`src/hw/rtl/rf_wakeup_energy_detector_macros.svh`:
```
// Assertion macros shared by the wake-up energy detector RTL.
// Both macros sample on the rising clock and are disabled while reset is low.
`ifndef RF_WAKEUP_ENERGY_DETECTOR_MACROS_SVH
`define RF_WAKEUP_ENERGY_DETECTOR_MACROS_SVH

// Same-cycle implication.
`define RFWED_ASSERT_IMP(label, ck, rn, ante, cons, msg) \
    label: assert property (@(posedge ck) disable iff (!rn) (ante) |-> (cons)) \
        else $error(msg);

// Next-cycle implication.
`define RFWED_ASSERT_NXT(label, ck, rn, ante, cons, msg) \
    label: assert property (@(posedge ck) disable iff (!rn) (ante) |=> (cons)) \
        else $error(msg);

`endif

```
`src/hw/rtl/rfwed_pkg.sv`:
```
// Package for the wake-up energy detector: operation codes, register indexes,
// fixed field widths and register reset values. No dependencies.
`default_nettype none

package rfwed_pkg;

    typedef enum logic
    {
        OP_REFERENCE = 1'b0,
        OP_SAMPLE    = 1'b1
    } op_t;

    typedef enum logic [2:0]
    {
        REG_CUTOFF_SCALE   = 3'd0,
        REG_SHORT_COUNT    = 3'd1,
        REG_SHORT_MAX_FAIL = 3'd2,
        REG_TOTAL_COUNT    = 3'd3,
        REG_LONG_MAX_FAIL  = 3'd4
    } reg_index_t;

    localparam int SCALE_BITS  = 5;
    localparam int FAIL_BITS   = 7;
    localparam int SCALE_SHIFT = 5;
    localparam int ADDR_BITS   = 5;
    localparam int DATA_BITS   = 32;

    localparam int CUTOFF_SCALE_RESET   = 4;
    localparam int SHORT_COUNT_RESET    = 10;
    localparam int SHORT_MAX_FAIL_RESET = 2;
    localparam int TOTAL_COUNT_RESET    = 85;
    localparam int LONG_MAX_FAIL_RESET  = 15;

endpackage

`default_nettype wire

```
`src/hw/rtl/rfwed_cfg.sv`:
```
// Configuration register file of the wake-up energy detector, APB-style port.
// Depends on rfwed_pkg.
`default_nettype none

module rfwed_cfg
    import rfwed_pkg::*;
#(
    parameter int COUNT_BITS = 16
)
(
    input  wire logic                  clk,
    input  wire logic                  rst_n,
    input  wire logic                  psel,
    input  wire logic                  penable,
    input  wire logic                  pwrite,
    input  wire logic [ADDR_BITS-1:0]  paddr,
    input  wire logic [DATA_BITS-1:0]  pwdata,
    output logic      [DATA_BITS-1:0]  prdata,
    output logic                       pready,
    output logic      [SCALE_BITS-1:0] cutoff_scale,
    output logic      [COUNT_BITS-1:0] short_count,
    output logic      [FAIL_BITS-1:0]  short_max_fail,
    output logic      [COUNT_BITS-1:0] total_count,
    output logic      [FAIL_BITS-1:0]  long_max_fail
);

    logic [SCALE_BITS-1:0] cutoff_scale_reg;
    logic [COUNT_BITS-1:0] short_count_reg;
    logic [FAIL_BITS-1:0]  short_max_fail_reg;
    logic [COUNT_BITS-1:0] total_count_reg;
    logic [FAIL_BITS-1:0]  long_max_fail_reg;
    reg_index_t            reg_index;
    logic                  write_en;

    assign pready    = 1'b1;
    assign reg_index = reg_index_t'(paddr[ADDR_BITS-1:2]);
    assign write_en  = psel && penable && pwrite && pready;

    always_ff @(posedge clk or negedge rst_n)
    begin
        if (!rst_n)
        begin
            cutoff_scale_reg   <= SCALE_BITS'(CUTOFF_SCALE_RESET);
            short_count_reg    <= COUNT_BITS'(SHORT_COUNT_RESET);
            short_max_fail_reg <= FAIL_BITS'(SHORT_MAX_FAIL_RESET);
            total_count_reg    <= COUNT_BITS'(TOTAL_COUNT_RESET);
            long_max_fail_reg  <= FAIL_BITS'(LONG_MAX_FAIL_RESET);
        end
        else if (write_en)
        begin
            case (reg_index)
                REG_CUTOFF_SCALE:   cutoff_scale_reg   <= pwdata[SCALE_BITS-1:0];
                REG_SHORT_COUNT:    short_count_reg    <= pwdata[COUNT_BITS-1:0];
                REG_SHORT_MAX_FAIL: short_max_fail_reg <= pwdata[FAIL_BITS-1:0];
                REG_TOTAL_COUNT:    total_count_reg    <= pwdata[COUNT_BITS-1:0];
                REG_LONG_MAX_FAIL:  long_max_fail_reg  <= pwdata[FAIL_BITS-1:0];
                default:
                begin
                end
            endcase
        end
    end

    always_comb
    begin
        case (reg_index)
            REG_CUTOFF_SCALE:   prdata = DATA_BITS'(cutoff_scale_reg);
            REG_SHORT_COUNT:    prdata = DATA_BITS'(short_count_reg);
            REG_SHORT_MAX_FAIL: prdata = DATA_BITS'(short_max_fail_reg);
            REG_TOTAL_COUNT:    prdata = DATA_BITS'(total_count_reg);
            REG_LONG_MAX_FAIL:  prdata = DATA_BITS'(long_max_fail_reg);
            default:            prdata = '0;
        endcase
    end

    assign cutoff_scale   = cutoff_scale_reg;
    assign short_count    = short_count_reg;
    assign short_max_fail = short_max_fail_reg;
    assign total_count    = total_count_reg;
    assign long_max_fail  = long_max_fail_reg;

endmodule

`default_nettype wire

```
`src/hw/rtl/rf_wakeup_energy_detector.sv`:
```
// Top level of the wake-up energy detector: input stage, round logic and result register.
// Depends on rfwed_pkg, rfwed_cfg and rf_wakeup_energy_detector_macros.svh.
//
//   Channel | Handshake                 | Payload
//   --------+---------------------------+---------------------------------------------
//   in      | in_valid / in_stall       | operation, sample_value
//   out     | out_valid / out_stall     | wake, samples_used, short_failures,
//           |                           | long_failures
//   cfg     | psel, penable, pwrite     | paddr, pwdata, prdata (pready tied high)
//
// An item is held in the input register, where the round logic works on it, and its
// result is then loaded into the result register; one item is taken per cycle unless a
// stalled result holds an item that would produce another result. The combinational
// compare and counter update on the round state set that rate.
// Reset is asynchronous and active low; it drops any running round without a result.
// A stalled result blocks only items that would produce another result.
`default_nettype none

`include "rf_wakeup_energy_detector_macros.svh"

module rf_wakeup_energy_detector
    import rfwed_pkg::*;
#(
    parameter int SAMPLE_BITS = 10,
    parameter int COUNT_BITS  = 16
)
(
    input  wire logic                   clk,
    input  wire logic                   rst_n,
    input  wire logic                   in_valid,
    output logic                        in_stall,
    input  wire logic                   operation,
    input  wire logic [SAMPLE_BITS-1:0] sample_value,
    output logic                        out_valid,
    input  wire logic                   out_stall,
    output logic                        wake,
    output logic      [COUNT_BITS-1:0]  samples_used,
    output logic      [FAIL_BITS-1:0]   short_failures,
    output logic      [FAIL_BITS-1:0]   long_failures,
    input  wire logic                   psel,
    input  wire logic                   penable,
    input  wire logic                   pwrite,
    input  wire logic [ADDR_BITS-1:0]   paddr,
    input  wire logic [DATA_BITS-1:0]   pwdata,
    output logic      [DATA_BITS-1:0]   prdata,
    output logic                        pready
);

    localparam int CUT_W    = SAMPLE_BITS + 2;
    localparam int LEVEL_W  = SAMPLE_BITS + 1;
    localparam int HALF_W   = SAMPLE_BITS - 1;
    localparam int SCALED_W = SCALE_BITS + HALF_W;

    logic [SCALE_BITS-1:0] cutoff_scale;
    logic [COUNT_BITS-1:0] short_count;
    logic [FAIL_BITS-1:0]  short_max_fail;
    logic [COUNT_BITS-1:0] total_count;
    logic [FAIL_BITS-1:0]  long_max_fail;

    logic                   in_valid_reg;
    op_t                    op_reg;
    logic [SAMPLE_BITS-1:0] value_reg;

    logic [CUT_W-1:0]      cutoff_reg;
    logic [COUNT_BITS-1:0] index_reg;
    logic [FAIL_BITS-1:0]  short_fails_reg;
    logic [FAIL_BITS-1:0]  long_fails_reg;
    logic                  active_reg;

    logic [CUT_W-1:0]      cutoff_next;
    logic [COUNT_BITS-1:0] index_next;
    logic [FAIL_BITS-1:0]  short_fails_next;
    logic [FAIL_BITS-1:0]  long_fails_next;
    logic                  active_next;
    logic                  emit;
    logic                  wake_next;

    logic                  out_valid_reg;
    logic                  wake_reg;
    logic [COUNT_BITS-1:0] samples_used_reg;
    logic [FAIL_BITS-1:0]  short_failures_reg;
    logic [FAIL_BITS-1:0]  long_failures_reg;

    logic                  in_accept;
    logic                  advance;
    logic                  result_load;
    logic [SCALED_W-1:0]   scaled;
    logic [LEVEL_W-1:0]    level;
    logic [CUT_W-1:0]      cutoff_calc;
    logic                  sample_fail;

    rfwed_cfg #(
        .COUNT_BITS (COUNT_BITS)
    ) u_cfg (
        .clk            (clk),
        .rst_n          (rst_n),
        .psel           (psel),
        .penable        (penable),
        .pwrite         (pwrite),
        .paddr          (paddr),
        .pwdata         (pwdata),
        .prdata         (prdata),
        .pready         (pready),
        .cutoff_scale   (cutoff_scale),
        .short_count    (short_count),
        .short_max_fail (short_max_fail),
        .total_count    (total_count),
        .long_max_fail  (long_max_fail)
    );

    function automatic logic may_continue(
        input logic [COUNT_BITS-1:0] idx,
        input logic [FAIL_BITS-1:0]  f_short,
        input logic [FAIL_BITS-1:0]  f_long,
        input logic [COUNT_BITS-1:0] s_count,
        input logic [COUNT_BITS-1:0] t_count,
        input logic [FAIL_BITS-1:0]  s_max,
        input logic [FAIL_BITS-1:0]  l_max
    );
        return (f_short < s_max) && ((idx < s_count) || ((idx < t_count) && (f_long < l_max)));
    endfunction

    // The cutoff is full scale minus the sum of the reference and its scaled lower half.
    assign scaled      = SCALED_W'(cutoff_scale) * SCALED_W'(value_reg[HALF_W-1:0]);
    assign level       = LEVEL_W'(value_reg) + LEVEL_W'(scaled >> SCALE_SHIFT);
    assign cutoff_calc = CUT_W'({SAMPLE_BITS{1'b1}}) - CUT_W'(level);
    assign sample_fail = $signed({2'b00, value_reg}) < $signed(cutoff_reg);

    always_comb
    begin
        cutoff_next      = cutoff_reg;
        index_next       = index_reg;
        short_fails_next = short_fails_reg;
        long_fails_next  = long_fails_reg;
        active_next      = active_reg;
        emit             = 1'b0;
        case (op_reg)
            OP_REFERENCE:
            begin
                cutoff_next      = cutoff_calc;
                index_next       = '0;
                short_fails_next = '0;
                long_fails_next  = '0;
                active_next      = 1'b1;
            end
            OP_SAMPLE:
            begin
                if (active_reg && may_continue(index_reg, short_fails_reg, long_fails_reg,
                                               short_count, total_count,
                                               short_max_fail, long_max_fail))
                begin
                    if (index_reg < short_count)
                    begin
                        short_fails_next = short_fails_reg + FAIL_BITS'(sample_fail);
                    end
                    else
                    begin
                        long_fails_next = long_fails_reg + FAIL_BITS'(sample_fail);
                    end
                    index_next = index_reg + 1'b1;
                end
            end
            default:
            begin
            end
        endcase
        if (active_next && !may_continue(index_next, short_fails_next, long_fails_next,
                                         short_count, total_count,
                                         short_max_fail, long_max_fail))
        begin
            emit        = 1'b1;
            active_next = 1'b0;
        end
        wake_next = (short_fails_next < short_max_fail) && (long_fails_next < long_max_fail);
    end

    assign in_accept   = in_valid && !in_stall;
    assign advance     = in_valid_reg && (!out_valid_reg || !out_stall || !emit);
    assign result_load = advance && emit;
    assign in_stall    = in_valid_reg && !advance;

    always_ff @(posedge clk or negedge rst_n)
    begin
        if (!rst_n)
        begin
            in_valid_reg <= 1'b0;
        end
        else if (in_accept)
        begin
            in_valid_reg <= 1'b1;
        end
        else if (advance)
        begin
            in_valid_reg <= 1'b0;
        end
    end

    always_ff @(posedge clk)
    begin
        if (in_accept)
        begin
            op_reg    <= op_t'(operation);
            value_reg <= sample_value;
        end
    end

    always_ff @(posedge clk or negedge rst_n)
    begin
        if (!rst_n)
        begin
            cutoff_reg      <= '0;
            index_reg       <= '0;
            short_fails_reg <= '0;
            long_fails_reg  <= '0;
            active_reg      <= 1'b0;
        end
        else if (advance)
        begin
            cutoff_reg      <= cutoff_next;
            index_reg       <= index_next;
            short_fails_reg <= short_fails_next;
            long_fails_reg  <= long_fails_next;
            active_reg      <= active_next;
        end
    end

    always_ff @(posedge clk or negedge rst_n)
    begin
        if (!rst_n)
        begin
            out_valid_reg <= 1'b0;
        end
        else if (result_load)
        begin
            out_valid_reg <= 1'b1;
        end
        else if (!out_stall)
        begin
            out_valid_reg <= 1'b0;
        end
    end

    always_ff @(posedge clk)
    begin
        if (result_load)
        begin
            wake_reg           <= wake_next;
            samples_used_reg   <= index_next;
            short_failures_reg <= short_fails_next;
            long_failures_reg  <= long_fails_next;
        end
    end

    assign out_valid      = out_valid_reg;
    assign wake           = wake_reg;
    assign samples_used   = samples_used_reg;
    assign short_failures = short_failures_reg;
    assign long_failures  = long_failures_reg;

    `RFWED_ASSERT_NXT(a_round_closed_after_result, clk, rst_n, result_load, !active_reg,
        "round still active after its result was loaded")
    `RFWED_ASSERT_IMP(a_index_steps_by_one, clk, rst_n, index_reg != $past(index_reg),
        index_reg == '0 || index_reg == $past(index_reg) + 1'b1,
        "sample index moved by more than one")
    `RFWED_ASSERT_IMP(a_no_stall_when_empty, clk, rst_n, !in_valid_reg, !in_stall,
        "input stalled with an empty input stage")

endmodule

`default_nettype wire

```
`config.mk`:
```
export PLATFORM = sky130hd
export DESIGN_NAME = rf_wakeup_energy_detector
export DESIGN_NICKNAME = d
export VERILOG_FILES = /design/src/hw/rtl/rfwed_pkg.sv /design/src/hw/rtl/rfwed_cfg.sv /design/src/hw/rtl/rf_wakeup_energy_detector.sv
export VERILOG_INCLUDE_DIRS = /design/src /design/src/hw/rtl
export SDC_FILE = /design/constraint.sdc
export NUM_CORES = 1
export LEC_CHECK = 0
export BUFFER_PORTS_ARGS = -buffer_cell sky130_fd_sc_hd__buf_2
export CAP_MARGIN = 5
export CORE_MARGIN = 1
export CORE_UTILIZATION = 25
export DETAILED_ROUTE_END_ITERATION = 12
export PLACE_DENSITY = 0.38
export SYNTH_ARGS = -nofsm -noshare
export SYNTH_HDL_FRONTEND = slang
export SYNTH_SLANG_ARGS = --single-unit
```
`constraint.sdc`:
```
create_clock -name clk -period 13.85 [get_ports clk]
set_input_delay 0.6925 -clock clk [delete_from_list [all_inputs] [get_ports clk]]
set_output_delay 0.6925 -clock clk [all_outputs]
set_load 0.01 [all_outputs]
```
* Yosys cells after proc, flatten, opt, wreduce, memory -nomap -nowiden
Cells that the tools add are included.
Cells by class: multiplexer cells 16, reduce and logical (&&, ||, !) cells 31, bitwise operators 1, multipliers 1, $add $sub $neg 5, magnitude comparators 9, equality and inequality tests 5, shift operators 0, divide/modulo/power cells 0
Operators by type and width (count):
- $pmux W16 S5 | 1
- $lt A16 B16 Y1 | 4
- $pmux W16 S2 | 1
- $lt A7 B7 Y1 | 4
- $mux W7 | 4
- $pmux W7 S2 | 2
- $add A16 B1 Y16 const B | 1
- $mux W16 | 1
- $add A7 B1 Y7 | 2
- $mul A5 B9 Y14 | 1
- $logic_and A1 B1 Y1 | 13
- $lt A11 B12 Y1 | 1
- $reduce_and A2 Y1 | 6
- $sub A10 B11 Y12 const A | 1
- $add A10 B9 Y11 | 1
- $mux W1 | 7
- $eq A3 B2 Y1 const B | 2
- $logic_not A1 Y1 | 6
- $logic_or A1 B1 Y1 | 4
- $eq A3 B1 Y1 const B | 1
- $eq A3 B3 Y1 const B | 1
- $logic_not A3 Y1 | 1
- $ne A2 B1 Y1 const B | 1
- $reduce_bool A2 Y1 | 1
- $not A1 Y1 | 1
Word-level totals: input bits 55, logic and storage cells 86, output and inout bits 66, flip-flop bits (word level) 138, ROM bits 0, memory bits (writable) 0, latch bits 0, memories 0

* Longest topological paths before layout
depth after elaboration 22, depth in mapped cells 29, gate-level depth less buffers 28

* Cells and area by module
Synthesis repeated with hierarchy kept, for this count alone.
Second synthesis, totals: cells, all modules 990, area, all modules 10380.0 µm²
By module, submodules not included:
- rf_wakeup_energy_detector | cells an instance 800, area each 7825.0 µm², instances 1, seq. area each 2387.3 µm²
- rfwed_cfg | cells an instance 190, area each 2555.0 µm², instances 1, seq. area each 1291.2 µm²

* Worst setup path after synthesis
No wires, ideal clock.
kind register to register, start reg u_cfg.total_count_reg[2] (netlist: u_cfg.total_count[2]), end reg long_failures_reg[0] (netlist: long_failures[0]) (enable), path slack 6.074 ns, clock period less this slack 7.776 ns, arrival time 7.279 ns, library setup time 0.497 ns, path buffers 2, data required time 13.353 ns, stages on the path, launching flop included 23, path through dfstp_2 -> inv_1 -> ha_1 -> a211oi_1 -> o21ai_1 -> a21oi_1 -> o311ai_1 -> or3_1 -> clkbuf_1 -> a211oi_1 -> and4_1 -> clkbuf_1 -> nand3_1 -> nand2_1 -> a21oi_1 -> ha_1 -> nand4_1 -> nor2_1 -> nand3_1 -> a2111oi_2 -> a2111oi_4 -> o21ba_2 -> nor4_1
On the way: cells in the longest elaborated chain, start to end 18, elaborated cells between the ends (all ways) 25, classes of those cells 5 x order compare; 7 x mux; 13 x reduce/logical
RTL lines:
- start, declared | line rfwed_cfg.sv:30 | logic [COUNT_BITS-1:0] total_count_reg;
- start signal, assigned | line rfwed_cfg.sv:46 | total_count_reg <= COUNT_BITS'(TOTAL_COUNT_RESET);
- start signal, assigned | line rfwed_cfg.sv:55 | REG_TOTAL_COUNT: total_count_reg <= pwdata[COUNT_BITS-1:0];
- $lt A16 B16 Y1 * | line rf_wakeup_energy_detector.sv:120 | return (f_short < s_max) && ((idx < s_count) || ((idx < t_count) && (f_long < l_max)));
- $logic_and A1 B1 Y1 * | line rf_wakeup_energy_detector.sv:120
- $logic_or A1 B1 Y1 * | line rf_wakeup_energy_detector.sv:120
- $logic_and A1 B1 Y1 * | line rf_wakeup_energy_detector.sv:120
- $logic_and A1 B1 Y1 * | line rf_wakeup_energy_detector.sv:148 | if (active_reg && may_continue(index_reg, short_fails_reg, long_fails_reg,
- $mux W16 * | line rf_wakeup_energy_detector.sv:148
- $pmux W16 S2 * | line rf_wakeup_energy_detector.sv:137 | case (op_reg)
- via index_next[15] | line rf_wakeup_energy_detector.sv:71 | logic [COUNT_BITS-1:0] index_next;
- [... 4 more ...]
- $logic_not A1 Y1 * | line rf_wakeup_energy_detector.sv:167 | if (active_next && !may_continue(index_next, short_fails_next, long_fails_next,
- $logic_and A1 B1 Y1 * | line rf_wakeup_energy_detector.sv:167
- $mux W1 * | line rf_wakeup_energy_detector.sv:167
- $logic_not A1 Y1 | line rf_wakeup_energy_detector.sv:178 | assign advance = in_valid_reg && (!out_valid_reg || !out_stall || !emit);
- $logic_or A1 B1 Y1 | line rf_wakeup_energy_detector.sv:178
- $logic_and A1 B1 Y1 | line rf_wakeup_energy_detector.sv:178
- $logic_and A1 B1 Y1 * | line rf_wakeup_energy_detector.sv:179 | assign result_load = advance && emit;
- via result_load | line rf_wakeup_energy_detector.sv:86 | logic result_load;
- end signal, assigned | line rf_wakeup_energy_detector.sv:250 | long_failures_reg <= long_fails_next;
- end, declared | line rf_wakeup_energy_detector.sv:82 | logic [FAIL_BITS-1:0] long_failures_reg;
Mark *: on every way through the listed nets, which the timed path passes. The rest lies on a longest branch. A chain may end at the register's enable or synchronous reset.

* Worst setup path after layout
start reg u_cfg.total_count_reg[2] (netlist: u_cfg.total_count[2]), end out in_stall
On the way: cells in the longest elaborated chain, start to end 19, elaborated cells between the ends (all ways) 26, classes of those cells 5 x order compare; 7 x mux; 14 x reduce/logical
RTL lines:
- $lt A16 B16 Y1 * | line rf_wakeup_energy_detector.sv:120
- $logic_and A1 B1 Y1 * | line rf_wakeup_energy_detector.sv:120
- $logic_or A1 B1 Y1 * | line rf_wakeup_energy_detector.sv:120
- $logic_and A1 B1 Y1 * | line rf_wakeup_energy_detector.sv:120
- $logic_and A1 B1 Y1 * | line rf_wakeup_energy_detector.sv:148
- $mux W16 * | line rf_wakeup_energy_detector.sv:148
- $pmux W16 S2 * | line rf_wakeup_energy_detector.sv:137
- via index_next[15] | line rf_wakeup_energy_detector.sv:71
- [... 4 more ...]
- $logic_not A1 Y1 * | line rf_wakeup_energy_detector.sv:167
- $logic_and A1 B1 Y1 * | line rf_wakeup_energy_detector.sv:167
- $mux W1 * | line rf_wakeup_energy_detector.sv:167
- $logic_not A1 Y1 * | line rf_wakeup_energy_detector.sv:178
- $logic_or A1 B1 Y1 * | line rf_wakeup_energy_detector.sv:178
- $logic_and A1 B1 Y1 * | line rf_wakeup_energy_detector.sv:178
- $logic_not A1 Y1 * | line rf_wakeup_energy_detector.sv:180 | assign in_stall = in_valid_reg && !advance;
- $logic_and A1 B1 Y1 * | line rf_wakeup_energy_detector.sv:180
- end, declared | line rf_wakeup_energy_detector.sv:31 | output logic in_stall,
Marked as above.

==> flow_metrics.env <==
export IMPL_switching_share_pct=35.68
export IMPL_path_clk_slew_ns=0.07
export IMPL_crit_slowest_cell="dfstp_2"
export IMPL_utilization_pct=29.41
export IMPL_min_period_ns=7.146
export IMPL_min_path_type="in -> async"
export IMPL_cap_violations=0
export IMPL_drive_gt1_share_pct=18.17
export IMPL_cellPowerDensity_mw_per_mm2=135.4
export IMPL_die_y_um=204.8
export IMPL_max_slew_margin_rel_pct=29.48
export IMPL_setup_violations=0
export IMPL_cts_tree="built"
export IMPL_status="complete, no violations"
export IMPL_yosysTopAreaCellShare_pct=20.45
export IMPL_first_global_vias=7395
export IMPL_cts_resized=0
export IMPL_skew_ns=0.01445
export IMPL_rsz0062_at_grt="false"
export IMPL_avgRoutedWirePerCell_um=17.37
export IMPL_stdcell_count=1642
export IMPL_vias=7453
export IMPL_nets=1318
export IMPL_clock_sinks=138
export IMPL_arrival_ns=6.45
export IMPL_synthToLayoutAreaGrowth_pct=14.98
export IMPL_core_area_sq_mm=0.04019
export IMPL_timing_fmax_mhz=139.9
export IMPL_r2r_setup_slack_ns=7.04
export IMPL_ys_warn_count=0
export IMPL_startpoint_type="register"
export IMPL_hold_viol_final=0
export IMPL_drt_pass1_iter_count=5
export IMPL_crit_type="reg -> out"
export IMPL_required_ns=13.16
export IMPL_root_buffer="clkbuf_16"
export IMPL_async_flop_share_pct=69.57
export IMPL_drc=0
export IMPL_via_per_inst=4.539
export IMPL_cts_made_buffers=17
export IMPL_p_sw_uw=571.0
export IMPL_dpl_hpwl_um=22290
export IMPL_fin_tns_setup_ns=0
export IMPL_drt_iter0_drc=272
export IMPL_p_int_uw=1029
export IMPL_power_leakage_uw=0.005569
export IMPL_finalWorstSetupSlack_ns=6.704
export IMPL_port_buffers=85
export IMPL_htreeDepth=4
export IMPL_ant_nets=0
export IMPL_slew_violations=0
export IMPL_drt_total_wl_um=28520
export IMPL_grt_pass1_wl_um=44710
export IMPL_syn_area_sq_mm=0.01028
export IMPL_synth_cell_types=68
export IMPL_tightestPinTransition_ns=1.055
export IMPL_dieArea_sq_mm=0.04193
export IMPL_gp_congestion=0.7905
export IMPL_timing_final_crit_share_pct=51.59
export IMPL_synth_edf_count=42
export IMPL_postCtsSetupBuffers=0
export IMPL_worstSetupEndpointType="primary output"
export IMPL_cp_max_fo=7
export IMPL_die_w_um=204.8
export IMPL_syn_avg_cell_area_sq_um=10.02
export IMPL_r2r_end="index_reg[2]"
export IMPL_grt_max_degree=61
export IMPL_yosysTopAreaCell="dfrtp_1"
export IMPL_antenna_found_initial=0
export IMPL_synth_seq_cells=138
export IMPL_num_io_pins=121
export IMPL_start_util_pct=25.58
export IMPL_r2r_cells=21
export IMPL_overflow=0
export IMPL_clock_path_buffers=2
export IMPL_yosysSeqAreaShare_pct=35.78
export IMPL_r2r_start="u_cfg.total_count[2]"
export IMPL_pwr_share_clk_pct=30.0
export IMPL_ir_drop_mv=0.09508
export IMPL_synthFlopType="dfrtp_1"
export IMPL_n_antenna_cell=0
export IMPL_p_comb_share_pct=36.5
export IMPL_grt_use_total_pct=14.41
export IMPL_syn_inst=1026
export IMPL_cp_cell_sequence="inv_1 -> ha_1 -> a211oi_1 -> o21ai_1 -> a21oi_1 -> o311ai_1 -> or3_1 -> a211oi_1 -> and4_1 -> nand4_1 -> a21oi_1 -> ha_1 -> nand4_1 -> nor2_1 -> nand3_1 -> a2111oi_2 -> a2111oi_4 -> o21ba_2 -> nor4_1 -> buf_2"
export IMPL_clk_insertion_delay_late_ns=0.45
export IMPL_max_stage_delay_ns=0.54
export IMPL_num_rows=73
export IMPL_synth_area_top_cells="dfrtp_1, ha_1, edfxtp_1, fa_1, inv_1"
export IMPL_cts_hold_buffers_added=0
export IMPL_pre_cts_slack_ns=7.067
export IMPL_pwr_share_seq_pct=33.5
export IMPL_dp_cells=1610
==> layer usage <==
metal / up-vias / GRT usage, % / wire [um] / share of wire (%)
met5: - / 0 / 0 / 0
met4: 0 / 3.891 / 337 / 1.2
met3: 19 / 2.370 / 980 / 3.4
met2: 107 / 22.54 / 12980 / 46
met1: 3603 / 20.33 / 14210 / 50
li1: 3724 / - / - / -
==> worst max-delay path, delay by kind of cell (launching register included) <==
kind / cells / cell delay (ns)
AOI/OAI and AO/OA: 9 / 2.61
and+or+nand+nor: 7 / 2.01
DFF: 1 / 0.54
adders and majority gates: 2 / 0.52
buffers and inverters: 2 / 0.32
==> synth_stat cells, drive strengths merged (6+ instances only) <==
library cell / count
and2: 25
xor2: 20
nand3: 15
nor4: 6
mux2: 57
edfxtp: 42
a21oi: 49
xnor2: 17
dfrtp: 84
o22ai: 12
nand2: 95
nor2: 62
nand2b: 9
dfstp: 12
mux2i: 21
nor3: 7
a21o: 18
o21ai: 58
nor2b: 12
clkbuf: 24
buf: 25
fa: 21
nand4: 21
ha: 138
a22oi: 12
inv: 105
o21bai: 6
==> area by class of cell <==
cell class,instances,area [sq um]
clock inverter,7,46.29
inverter,105,394.1
tap,525,656.9
clock buffer,25,570.5
sequential,138,3679
fill,4267,28370
timing repair buffer,93,488.0
multi-input combinational,749,5986
==> kinds of logic after synthesis <==
family,after synthesis,share of synthesized area (%)
and+or+nand+nor,268,12.54
AOI/OAI and AO/OA,190,11.94
adders and majority gates,159,20.89
buffers and inverters,154,6.682
DFF,138,35.78
muxes,78,8.946
xor gates and xnor gates,37,3.152
other,2,0.07306
==> layout by cell type (no fill, tap or decap), types with 5 or more instances in the layout <==
cell type	n
nor2_1	61
inv_1	105
nand3_1	15
nor3_1	7
clkbuf_16	21
nand2_1	94
nor2b_1	12
fa_1	21
a21o_1	18
xor2_1	20
a211oi_1	5
dfrtp_1	84
o22ai_1	12
mux2_1	5
a21oi_1	48
o21ai_0	56
nand4_1	21
o21bai_1	5
ha_1	138
nor4_1	5
a22oi_1	12
mux2_2	34
conb_1	17
mux2i_1	21
dfstp_2	12
nand2b_1	9
xnor2_1	17
buf_4	9
and2_1	24
edfxtp_1	42
mux2_4	18
buf_2	84
==> power by group through the flow <==
| stage | Combinational (uW) | Clock, uW | Sequential, uW |
|---|---|---|---|
| after global placement | 592 | 0 | 544 |
| after CTS | 598 | 497 | 537 |
| after floorplan | 461 | 0 | 519 |
| final | 584 | 480 | 536 |
| after detailed placement | 593 | 0 | 545 |
| after global routing | 684 | 514 | 546 |
==> per-stage QoR <==
step / area [sq um] / hold slack [ns] / power (uW)
CTS: 11820 / 0.2153 / 1632
detailed placement: 11200 / 0.4986 / 1138
global route: 11820 / 0.2424 / 1744
global placement: 11200 / 0.4936 / 1136
finish: 11820 / 0.2206 / 1600
floorplan: 10340 / 0.3969 / 980.0
==> worst max path at each step <==
stage | depth (start not counted) | endpoint | startpoint | slack [ns]
after floorplan | 22 | long_failures[0] | u_cfg.total_count[2] | 6.07
after global placement | 22 | index_reg[2] | u_cfg.total_count[2] | 7.20
after detailed placement | 21 | index_reg[2] | u_cfg.total_count[2] | 7.07
after CTS | 20 | in_stall | u_cfg.total_count[2] | 6.73
after global routing | 20 | in_stall | u_cfg.total_count[2] | 6.27
final | 20 | in_stall | u_cfg.total_count[2] | 6.70
(Power assumes the default switching activity.)
